**config.mk**
```make
export PLATFORM = sky130hd
export DESIGN_NAME = lru_page_replacement_top
export DESIGN_NICKNAME = d
export VERILOG_FILES = /design/src/rtl/lru_pkg.sv /design/src/rtl/lru_ctrl.sv /design/src/rtl/lru_dpath.sv /design/src/rtl/lru_page_replacement_top.sv
export VERILOG_INCLUDE_DIRS = /design/src /design/src/rtl
export SDC_FILE = /design/constraint.sdc
export NUM_CORES = 1
export LEC_CHECK = 0
export BUFFER_PORTS_ARGS = -buffer_cell sky130_fd_sc_hd__buf_2
export CAP_MARGIN = 20
export CORE_ASPECT_RATIO = 1.1
export CORE_MARGIN = 5
export CORE_UTILIZATION = 58
export CTS_CLUSTER_DIAMETER = 80
export DETAILED_ROUTE_END_ITERATION = 10
export GPL_TIMING_DRIVEN = 0
export PLACE_DENSITY = 0.78
export SYNTH_ARGS = -nofsm -noshare
export SYNTH_HDL_FRONTEND = slang
export SYNTH_SLANG_ARGS = --single-unit
```
**constraint.sdc**
```tcl
create_clock -name clk -period 4.76 [get_ports clk]
set_clock_uncertainty 0.2 [all_clocks]
set_input_delay 0.238 -clock clk [delete_from_list [all_inputs] [get_ports clk]]
set_output_delay 0.238 -clock clk [all_outputs]
set_load 0.03 [all_outputs]
```
**src/rtl/lru_page_replacement_top_macros.svh**
```systemverilog
// assertion macros for the lru page replacement block
// used by lru_page_replacement_top; expects clk and rst_n in scope
`ifndef LRU_PAGE_REPLACEMENT_TOP_MACROS_SVH
`define LRU_PAGE_REPLACEMENT_TOP_MACROS_SVH

// condition must hold at every edge outside reset
`define LRU_ASSERT_ALWAYS(lbl, cond, msg) \
  lbl: assert property (@(posedge clk) disable iff (!rst_n) (cond)) else $error(msg);

// when ante holds, cons must hold (non-overlapping implication, |=>)
`define LRU_ASSERT_NEXT(lbl, ante, cons, msg) \
  lbl: assert property (@(posedge clk) disable iff (!rst_n) (ante) |=> (cons)) \
    else $error(msg);

`endif

```
**src/rtl/lru_pkg.sv**
```systemverilog
// shared types and constants for the lru page replacement block
// no dependencies
package lru_pkg;

  localparam int FRAMES      = 4;
  localparam int PAGE_BITS   = 16;
  localparam int RANK_W      = (FRAMES > 1) ? $clog2(FRAMES) : 1;
  localparam int IN_PAGE_W   = 16;
  localparam int OUT_PAGE_W  = 16;
  localparam int OUT_IDX_W   = 2;
  localparam int FAULT_W     = 32;

  typedef enum logic [0:0] {
    ST_IDLE   = 1'b0,
    ST_UPDATE = 1'b1
  } state_t;

  // commands from the controller to the datapath
  typedef struct packed {
    logic load;    // capture the incoming page reference
    logic commit;  // update frames and load the result register
  } dp_cmd_t;

endpackage

```
**src/rtl/lru_ctrl.sv**
```systemverilog
// controller state machine for the lru page replacement block
// depends on lru_pkg
module lru_ctrl (
  input  logic             clk,
  input  logic             rst_n,
  input  logic             in_valid,
  output logic             in_ready,
  output logic             out_valid,
  input  logic             out_ready,
  output lru_pkg::dp_cmd_t cmd
);

  lru_pkg::state_t state_r, state_nxt;
  logic            out_valid_r, out_valid_nxt;

  always_ff @(posedge clk) begin
    if (!rst_n) begin
      state_r     <= lru_pkg::ST_IDLE;
      out_valid_r <= 1'b0;
    end else begin
      state_r     <= state_nxt;
      out_valid_r <= out_valid_nxt;
    end
  end

  always_comb begin
    state_nxt     = state_r;
    in_ready      = 1'b0;
    cmd.load      = 1'b0;
    cmd.commit    = 1'b0;
    out_valid_nxt = out_valid_r && !out_ready;
    case (state_r)
      lru_pkg::ST_IDLE: begin
        in_ready = 1'b1;
        if (in_valid) begin
          cmd.load  = 1'b1;
          state_nxt = lru_pkg::ST_UPDATE;
        end
      end
      lru_pkg::ST_UPDATE: begin
        // result register free or draining this cycle
        if (!out_valid_r || out_ready) begin
          cmd.commit    = 1'b1;
          out_valid_nxt = 1'b1;
          state_nxt     = lru_pkg::ST_IDLE;
        end
      end
      default: begin
        state_nxt = lru_pkg::ST_IDLE;
      end
    endcase
  end

  assign out_valid = out_valid_r;

endmodule

```
**src/rtl/lru_dpath.sv**
```systemverilog
// frame table, lookup, victim choice and result register
// depends on lru_pkg
module lru_dpath (
  input  logic                                clk,
  input  logic                                rst_n,
  input  lru_pkg::dp_cmd_t                    cmd,
  input  logic [lru_pkg::IN_PAGE_W-1:0]       in_page_number,
  output logic                                out_hit,
  output logic [lru_pkg::OUT_IDX_W-1:0]       out_frame_index,
  output logic                                out_evicted_valid,
  output logic [lru_pkg::OUT_PAGE_W-1:0]      out_evicted_page,
  output logic [lru_pkg::FAULT_W-1:0]         out_fault_total
);

  localparam int FR = lru_pkg::FRAMES;
  localparam int PB = lru_pkg::PAGE_BITS;
  localparam int RW = lru_pkg::RANK_W;
  localparam int FW = lru_pkg::FAULT_W;

  logic [PB-1:0] page_r;
  logic [PB-1:0] frame_page_r [FR];
  logic [FR-1:0] frame_valid_r;
  logic [RW-1:0] rank_r       [FR];
  logic [RW-1:0] rank_nxt     [FR];
  logic [FW-1:0] fault_r, fault_nxt;

  logic          hit, found_empty, evict;
  logic [RW-1:0] hit_idx, empty_idx, lru_idx, victim, victim_rank;
  logic [PB-1:0] victim_page;
  logic [31:0]   in_wide, ev_wide, idx_wide;

  assign in_wide = 32'(in_page_number);

  always_comb begin
    hit         = 1'b0;
    hit_idx     = '0;
    found_empty = 1'b0;
    empty_idx   = '0;
    lru_idx     = '0;
    for (int i = 0; i < FR; i++) begin
      if (!hit && frame_valid_r[i] && frame_page_r[i] == page_r) begin
        hit     = 1'b1;
        hit_idx = RW'(i);
      end
      if (!found_empty && !frame_valid_r[i]) begin
        found_empty = 1'b1;
        empty_idx   = RW'(i);
      end
      if (rank_r[i] == RW'(FR - 1)) begin
        lru_idx = RW'(i);
      end
    end
    evict  = !hit && !found_empty;
    victim = hit ? hit_idx : (found_empty ? empty_idx : lru_idx);
  end

  assign victim_rank = rank_r[victim];
  assign victim_page = frame_page_r[victim];

  // promote victim to most recent, age everything more recent than it
  always_comb begin
    for (int i = 0; i < FR; i++) begin
      if (RW'(i) == victim) begin
        rank_nxt[i] = '0;
      end else if (rank_r[i] < victim_rank) begin
        rank_nxt[i] = rank_r[i] + RW'(1);
      end else begin
        rank_nxt[i] = rank_r[i];
      end
    end
  end

  assign fault_nxt = (!hit && fault_r != {FW{1'b1}}) ? fault_r + FW'(1) : fault_r;
  assign ev_wide   = evict ? 32'(victim_page) : 32'd0;
  assign idx_wide  = 32'(victim);

  always_ff @(posedge clk) begin
    if (!rst_n) begin
      frame_valid_r <= '0;
      fault_r       <= '0;
      for (int i = 0; i < FR; i++) begin
        rank_r[i] <= RW'(i);
      end
    end else if (cmd.commit) begin
      frame_valid_r[victim] <= 1'b1;
      fault_r               <= fault_nxt;
      for (int i = 0; i < FR; i++) begin
        rank_r[i] <= rank_nxt[i];
      end
    end
  end

  always_ff @(posedge clk) begin
    if (cmd.load) begin
      page_r <= in_wide[PB-1:0];
    end
    if (cmd.commit) begin
      if (!hit) begin
        frame_page_r[victim] <= page_r;
      end
      out_hit           <= hit;
      out_frame_index   <= idx_wide[lru_pkg::OUT_IDX_W-1:0];
      out_evicted_valid <= evict;
      out_evicted_page  <= ev_wide[lru_pkg::OUT_PAGE_W-1:0];
      out_fault_total   <= fault_nxt;
    end
  end

endmodule

```
**src/rtl/lru_page_replacement_top.sv**
```systemverilog
// lru page replacement unit: top level joining controller and datapath
// depends on lru_pkg, lru_ctrl, lru_dpath, lru_page_replacement_top_macros.svh
//
// usage
//   input channel: one page reference per transfer on in_page_number
//   result channel: one result per reference (hit, frame, eviction, fault count)
//   four fully associative frames with exact lru ranking
// sequencing
//   a reference is captured in the idle state; the update state then updates the
//   frame table and loads the result register once that register is free
//   the sequencer takes no new reference until the last one has committed
// reset
//   rst_n low clears all frames to empty, ranks to frame order, fault count
//   to zero and drops out_valid
// receiver stall
//   the result register holds while out_ready is low; one more reference is
//   captured meanwhile and waits in the update state until the register frees
`include "lru_page_replacement_top_macros.svh"

module lru_page_replacement_top (
  input  logic                              clk,
  input  logic                              rst_n,
  input  logic                              in_valid,
  output logic                              in_ready,
  input  logic [lru_pkg::IN_PAGE_W-1:0]     in_page_number,
  output logic                              out_valid,
  input  logic                              out_ready,
  output logic                              out_hit,
  output logic [lru_pkg::OUT_IDX_W-1:0]     out_frame_index,
  output logic                              out_evicted_valid,
  output logic [lru_pkg::OUT_PAGE_W-1:0]    out_evicted_page,
  output logic [lru_pkg::FAULT_W-1:0]       out_fault_total
);

  // command bundle from sequencer to datapath
  lru_pkg::dp_cmd_t cmd;

  lru_ctrl u_ctrl (
    .clk       (clk),
    .rst_n     (rst_n),
    .in_valid  (in_valid),
    .in_ready  (in_ready),
    .out_valid (out_valid),
    .out_ready (out_ready),
    .cmd       (cmd)
  );

  lru_dpath u_dpath (
    .clk               (clk),
    .rst_n             (rst_n),
    .cmd               (cmd),
    .in_page_number    (in_page_number),
    .out_hit           (out_hit),
    .out_frame_index   (out_frame_index),
    .out_evicted_valid (out_evicted_valid),
    .out_evicted_page  (out_evicted_page),
    .out_fault_total   (out_fault_total)
  );

  // a hit never evicts
  `LRU_ASSERT_ALWAYS(a_hit_no_evict, !(out_valid && out_hit && out_evicted_valid),
    "hit reported together with an eviction")

  // an eviction implies at least one fault has been counted
  `LRU_ASSERT_ALWAYS(a_evict_counted, !(out_valid && out_evicted_valid) || out_fault_total != '0,
    "eviction with zero fault count")

  // after a transfer in, the sequencer is busy and input ready drops
  `LRU_ASSERT_NEXT(a_busy_after_in, in_valid && in_ready, !in_ready,
    "input ready again directly after a transfer")

  // fault count never goes backwards between results
  `LRU_ASSERT_NEXT(a_fault_mono, out_valid, out_fault_total >= $past(out_fault_total),
    "fault count decreased")

endmodule

```
# Word-level counts from Yosys, hierarchy flattened

Memory sizes are Yosys's and may differ from the RTL's. A register that Yosys moved wholly into a read port is not among the register bits.
Index checks and enable logic that the tools add are counted.

Register bits: 90
Bits in writable memories: 72
Word-level logic and storage cells: 118
Memories: 2

Add/subtract/negate cells: 5
$lt $le $gt $ge: 6
Equal/unequal tests: 11
Muxes and demuxes: 50
Bitwise logic cells: 6
Reduce and logical (&&, ||, !) cells: 29

Memory list:

| memory               | depth | width | rd ports | clocked after Yosys merged registers in | write ports | RTL line        | text |
|---|---|---|---|---|---|---|---|
| u_dpath.frame_page_r | 4     | 16    | 5        | 1                                       | 1           | lru_dpath.sv:21 | `logic [PB-1:0] frame_page_r [FR];` |
| u_dpath.rank_r       | 4     | 2     | 5        | 0                                       | 4           | lru_dpath.sv:23 | `logic [RW-1:0] rank_r [FR];` |

Operators by type and width:

| kind                  | count |
|---|---|
| $eq 16x16->1          | 4 |
| $mux 2                | 20 |
| $add 32x1->32 const B | 1 |
| $mux 32               | 1 |
| $ne 32x32->1 const B  | 1 |
| $mux 1                | 27 |
| $logic_and 1x1->1     | 14 |
| $logic_not 1->1       | 13 |
| $add 2x1->2 const B   | 4 |
| $lt 2x2->1            | 4 |
| $eq 2x2->1 const B    | 3 |
| $eq 2x2->1 const A    | 2 |
| $or 1x1->1            | 4 |
| $or 4x4->4            | 1 |
| $lt 2x3->1 const B    | 1 |
| $demux 1 s2           | 1 |
| $eq 1x2->1 const A    | 1 |
| $ge 2x1->1 const B    | 1 |
| $logic_not 2->1       | 1 |
| $pmux 1 s2            | 1 |
| $logic_or 1x1->1      | 1 |
| $not 1->1             | 1 |

# Depth between registers and ports, before layout

An unclocked memory read counts as a cell.

Word-level depth: 22
Gate-level depth with buffers: 12
Depth with buffers taken out: 10

# Hierarchy

A second synthesis with hierarchy kept.

Cell total of the unflattened synthesis: 680
Area, all modules: 8386.8 um^2

Modules (own cells, without submodules):

| module    | instances | cells an instance | area an instance (um^2) |
|---|---|---|---|
| lru_dpath | 1         | 671               | 8284.2 |
| lru_ctrl  | 1         | 9                 | 102.6 |

# Least setup slack after synthesis

No wires, ideal clock.

Kind: register -> register
Start point: reg u_dpath.page_r[5]
End point: mem u_dpath.frame_page_r[1][0] in the netlist's numbering, enable pin
Setup time: 388 ps
Arrival: 2975 ps
Required time: 4172 ps
Path slack: 1197 ps
Cell stages (with the launch flop): 10
Buffers on the path: 2
Period minus slack after synthesis: 3563 ps
Cells stage by stage: edfxtp_1 > xor2_1 > or4_1 > nor4_1 > a32oi_1 > a21boi_4 > buf_6 > buf_6 > or2_1 > nor2_1

Longest elaborated chain between the ends: 18
Elaborated cells between the ends (all ways): 25

RTL lines:

| what                            | RTL line        | text |
|---|---|---|
| from (decl)                     | lru_dpath.sv:20 | `logic [PB-1:0] page_r;` |
| from (signal assigned)          | lru_dpath.sv:95 | `page_r <= in_wide[PB-1:0];` |
| $eq 16x16->1                    | lru_dpath.sv:41 | `if (!hit && frame_valid_r[i] && frame_page_r[i] == page_r) begin` |
| $logic_and 1x1->1               | lru_dpath.sv:41 |  |
| $mux 1                          | lru_dpath.sv:41 |  |
| $logic_not 1->1                 | lru_dpath.sv:41 |  |
| $logic_and 1x1->1 (2 in series) | lru_dpath.sv:41 |  |
| $mux 1                          | lru_dpath.sv:41 |  |
| $logic_not 1->1                 | lru_dpath.sv:41 |  |
| $logic_and 1x1->1 (2 in series) | lru_dpath.sv:41 |  |
| $mux 1                          | lru_dpath.sv:41 |  |
| $logic_not 1->1                 | lru_dpath.sv:41 |  |
| $logic_and 1x1->1 (2 in series) | lru_dpath.sv:41 |  |
| $mux 1                          | lru_dpath.sv:41 |  |
| $mux 1                          | lru_dpath.sv:98 | `if (!hit) begin` |
| $mux 1                          | lru_dpath.sv:97 | `if (cmd.commit) begin` |
| $mux 1 (implied by the code)    | lru_dpath.sv:99 | `frame_page_r[victim] <= page_r;` |
| to (decl)                       | lru_dpath.sv:21 |  |

Parallel ways exist; a longest one is shown, timed or not.

# Worst setup path after layout

Start point: reg u_dpath.page_r[5]
End point: mem u_dpath.frame_page_r[1][1] in the netlist's numbering, enable pin

Same word-level chain as after synthesis.

==> out/metrics.cfg <==
[run_status]
status = finished clean

[cts]
clock_latency_ps = 430
cts_root_buf = clkbuf_16
numCtsBuffers = 17
cts_tree = done
path_clk_slew_ps = 60
htree_levels = 4
clock_path_buffers = 2
clock_sinks = 178

[sta]
drv_slew = 0
worstMarginPinSlew_ps = 809.8
hold_viol_final = 0
fin_crit_sh = 0.8582
slew_headroom = 0.4560
setup_slack_ps = 675.1
tns_ps = 0
hold_ws_ps = 93.92
rsz0062_at_grt = false
fmax_ghz = 0.2448
finalSetupViolCount = 0
min_period_ps = 4085

[synthesis]
ys_seq_area_frac = 0.5791
ys_ff_latch = 178
yosysWarnings = 0
syn-num-nets = 748
syn-cell-area_um2 = 8573
synth_edf_count = 140
syn-mean-instance-area_um2 = 11.84
ys_types = 64
synth_cells = 724
ys.flop_type = edfxtp_1
async_flop_share = 0

[floorplanning]
rows = 46
die_area_um2 = 17320
die_h_um = 137.5
initial_core_util = 0.5935
core-area_um2 = 14450
die_w_um = 125.9
pin_count = 74

[placement]
placed_area_um2 = 9289
place_congestion = 0.9263
io_buffers = 72
dp_hpwl_mm = 14.85
placedCellCount = 995
pre_cts_slack_ps = 810.6

[grt]
grt_pass1_vias = 6061
grt_pass1_wl_mm = 32.06
grt_max_degree = 35
grt_overflow = 0
antenna_found_initial = 0
grt_util_all_layers = 0.2419

[layout]
fin_nets = 864
fillers = 1063
diodes = 0
final_cells = 1045
drive_gt1_frac = 0.1723
postLayoutCellArea_um2 = 9973
final_cell_mix = edfxtp_1 (140), buf_2 (85), nor2_1 (84), xnor2_1 (73), xor2_1 (44)
area_delta_synth_final_pct = 16.33
mostFrequentLayoutCell = edfxtp_1

[job]
drv_cap = 0

[critical_path]
reg2reg_depth = 10
crit_path_end_kind = flip-flop
crit_required_ps = 4690
start_kind = flip-flop
r2r-end = u_dpath.frame_page_r[1][1]
worstSetupPathType = flip-flop to flip-flop
crit-reg2reg-launch = u_dpath.page_r[5]
endpoint = u_dpath.frame_page_r[1][1]
crit_path_max_fanout = 10
r2r_slack_ps = 680
startpoint = u_dpath.page_r[5]
crit_arrival_ps = 4020

[pwr]
p_leak_nw = 3.625
p_per_area_nw_per_um2 = 331.7
ir_drop_uv = 255.5

[route]
drt_wl_total_mm = 20.76
ant_nets = 0
drc_errors = 0
first_iter_violations = 448
vias = 5977
viasPerCell = 5.720
dr.pass1.iters = 7
detail_route.wl_per_cell_um = 19.87

[worst_hold_path]
worst_hold_path_type = input port to flip-flop

-- flip-flops by register name (all words and copies together), names as in the netlist --
register                   flops
u_ctrl.out_valid               1
u_dpath.out_frame_index        2
u_dpath.rank_r                 8
u_dpath.fault_r               32
u_dpath.out_evicted_valid      1
u_dpath.frame_valid_r          4
u_dpath.frame_page_r          64
u_dpath.out_fault_total       32
u_dpath.page_r                16
u_dpath.out_evicted_page      16
u_ctrl.state_r                 1
u_dpath.out_hit                1
-- synthesized netlist by cell type, types with 3 or more instances --
cell,number,area share
nand2b_1,4,0.0029
mux2i_1,34,0.040
nor3_1,19,0.011
dfxtp_1,38,0.089
a21boi_0,3,0.0026
buf_6,5,0.0066
edfxtp_1,140,0.49
nand4_1,28,0.020
nand3_1,21,0.012
o21ai_0,9,0.0053
and2_1,25,0.018
a21boi_1,7,0.0061
ha_1,4,0.0058
a21oi_1,7,0.0041
or3_1,12,0.0088
nor2_1,88,0.039
clkbuf_1,9,0.0039
and3_1,7,0.0051
xnor2_1,73,0.075
nor2b_1,4,0.0029
nand2_1,37,0.016
o21a_1,21,0.018
xor2_1,44,0.045
inv_1,15,0.0066
nor4_1,4,0.0029
and4_1,4,0.0041
buf_2,13,0.0076
-- cell type report --
class | count | area, um2 | share of cell area
plain buffers | 31 | 177.7 | 0.01781
clock buffers | 19 | 432.9 | 0.04341
clock inverters | 13 | 71.32 | 0.007151
inverters | 17 | 63.81 | 0.006398
multi-input cells | 498 | 3379 | 0.3389
flip-flops and latches | 178 | 4965 | 0.4978
well taps | 192 | 240.2 | 0.02409
repair buffers | 97 | 643.1 | 0.06448
-- how the worst min path moves through the flow --
stage,from,to,depth (start not counted)
detailed placement,in_page_number[3],u_dpath.page_r[3],1
global placement,in_page_number[1],u_dpath.page_r[1],1
global route,rst_n,u_dpath.fault_r[1],2
CTS,rst_n,u_dpath.fault_r[1],2
finish,rst_n,u_dpath.fault_r[1],2
floorplan,in_page_number[0],u_dpath.page_r[0],0
-- power by group --
| part | switching [W] | internal (W) |
|---|---|---|
| combinational | 0.000208 | 0.000110 |
| clock | 0.000563 | 0.000654 |
| sequential | 0.0000386 | 0.00174 |
| total | 0.000809 | 0.00250 |
-- routing by layer --
| metal | wire (um) | vias to the layer above | part of all wire | GRT usage |
|---|---|---|---|---|
| li1 | - | 2814 | - | - |
| met1 | 7941 | 2911 | 0.38 | 0.2686 |
| met2 | 11310 | 213 | 0.54 | 0.4595 |
| met3 | 891 | 39 | 0.043 | 0.04382 |
| met4 | 623 | 0 | 0.030 | 0.09476 |
| met5 | 0 | - | 0 | 0 |
-- worst max-delay path, cell delays in order, from the launching register on --
cell      delay (ps)
edfxtp_1         540
xor2_1           240
or4_1            560
nor4_1           370
a32oi_1          280
a21boi_4         210
buf_6            130
buf_6            150
or2_1            290
nor2_2           560
buf_8            240
-- per-stage QoR --
step,total power [W],util
5_1_grt,0.003414,0.6904
2_1_floorplan,0.001997,-
3_5_place_dp,0.002112,0.6430
3_3_place_gp,0.002092,0.6350
4_1_cts,0.003325,0.6904
6_report,0.003309,0.6904
-- cell families after synthesis --
family / Yosys count / share of synthesized area
AND/OR/NAND/NOR: 271 / 0.1626
flip-flops: 178 / 0.5791
XOR/XNOR: 119 / 0.1233
AO/OA/AOI/OAI: 69 / 0.05998
buffers and inverters: 48 / 0.02816
multiplexers: 35 / 0.04101
adder cells (fa/ha/maj): 4 / 0.005838
-- timing repair --
item / in CTS / in global routing
setup buffers: 0 / 0
resized for setup: 0 / 0
hold buffers: 18 / 0
endpoints found under the hold margin: 18 / 0
setup endpoints to repair: 0 / 0
Power figures use the tool's default switching activity.
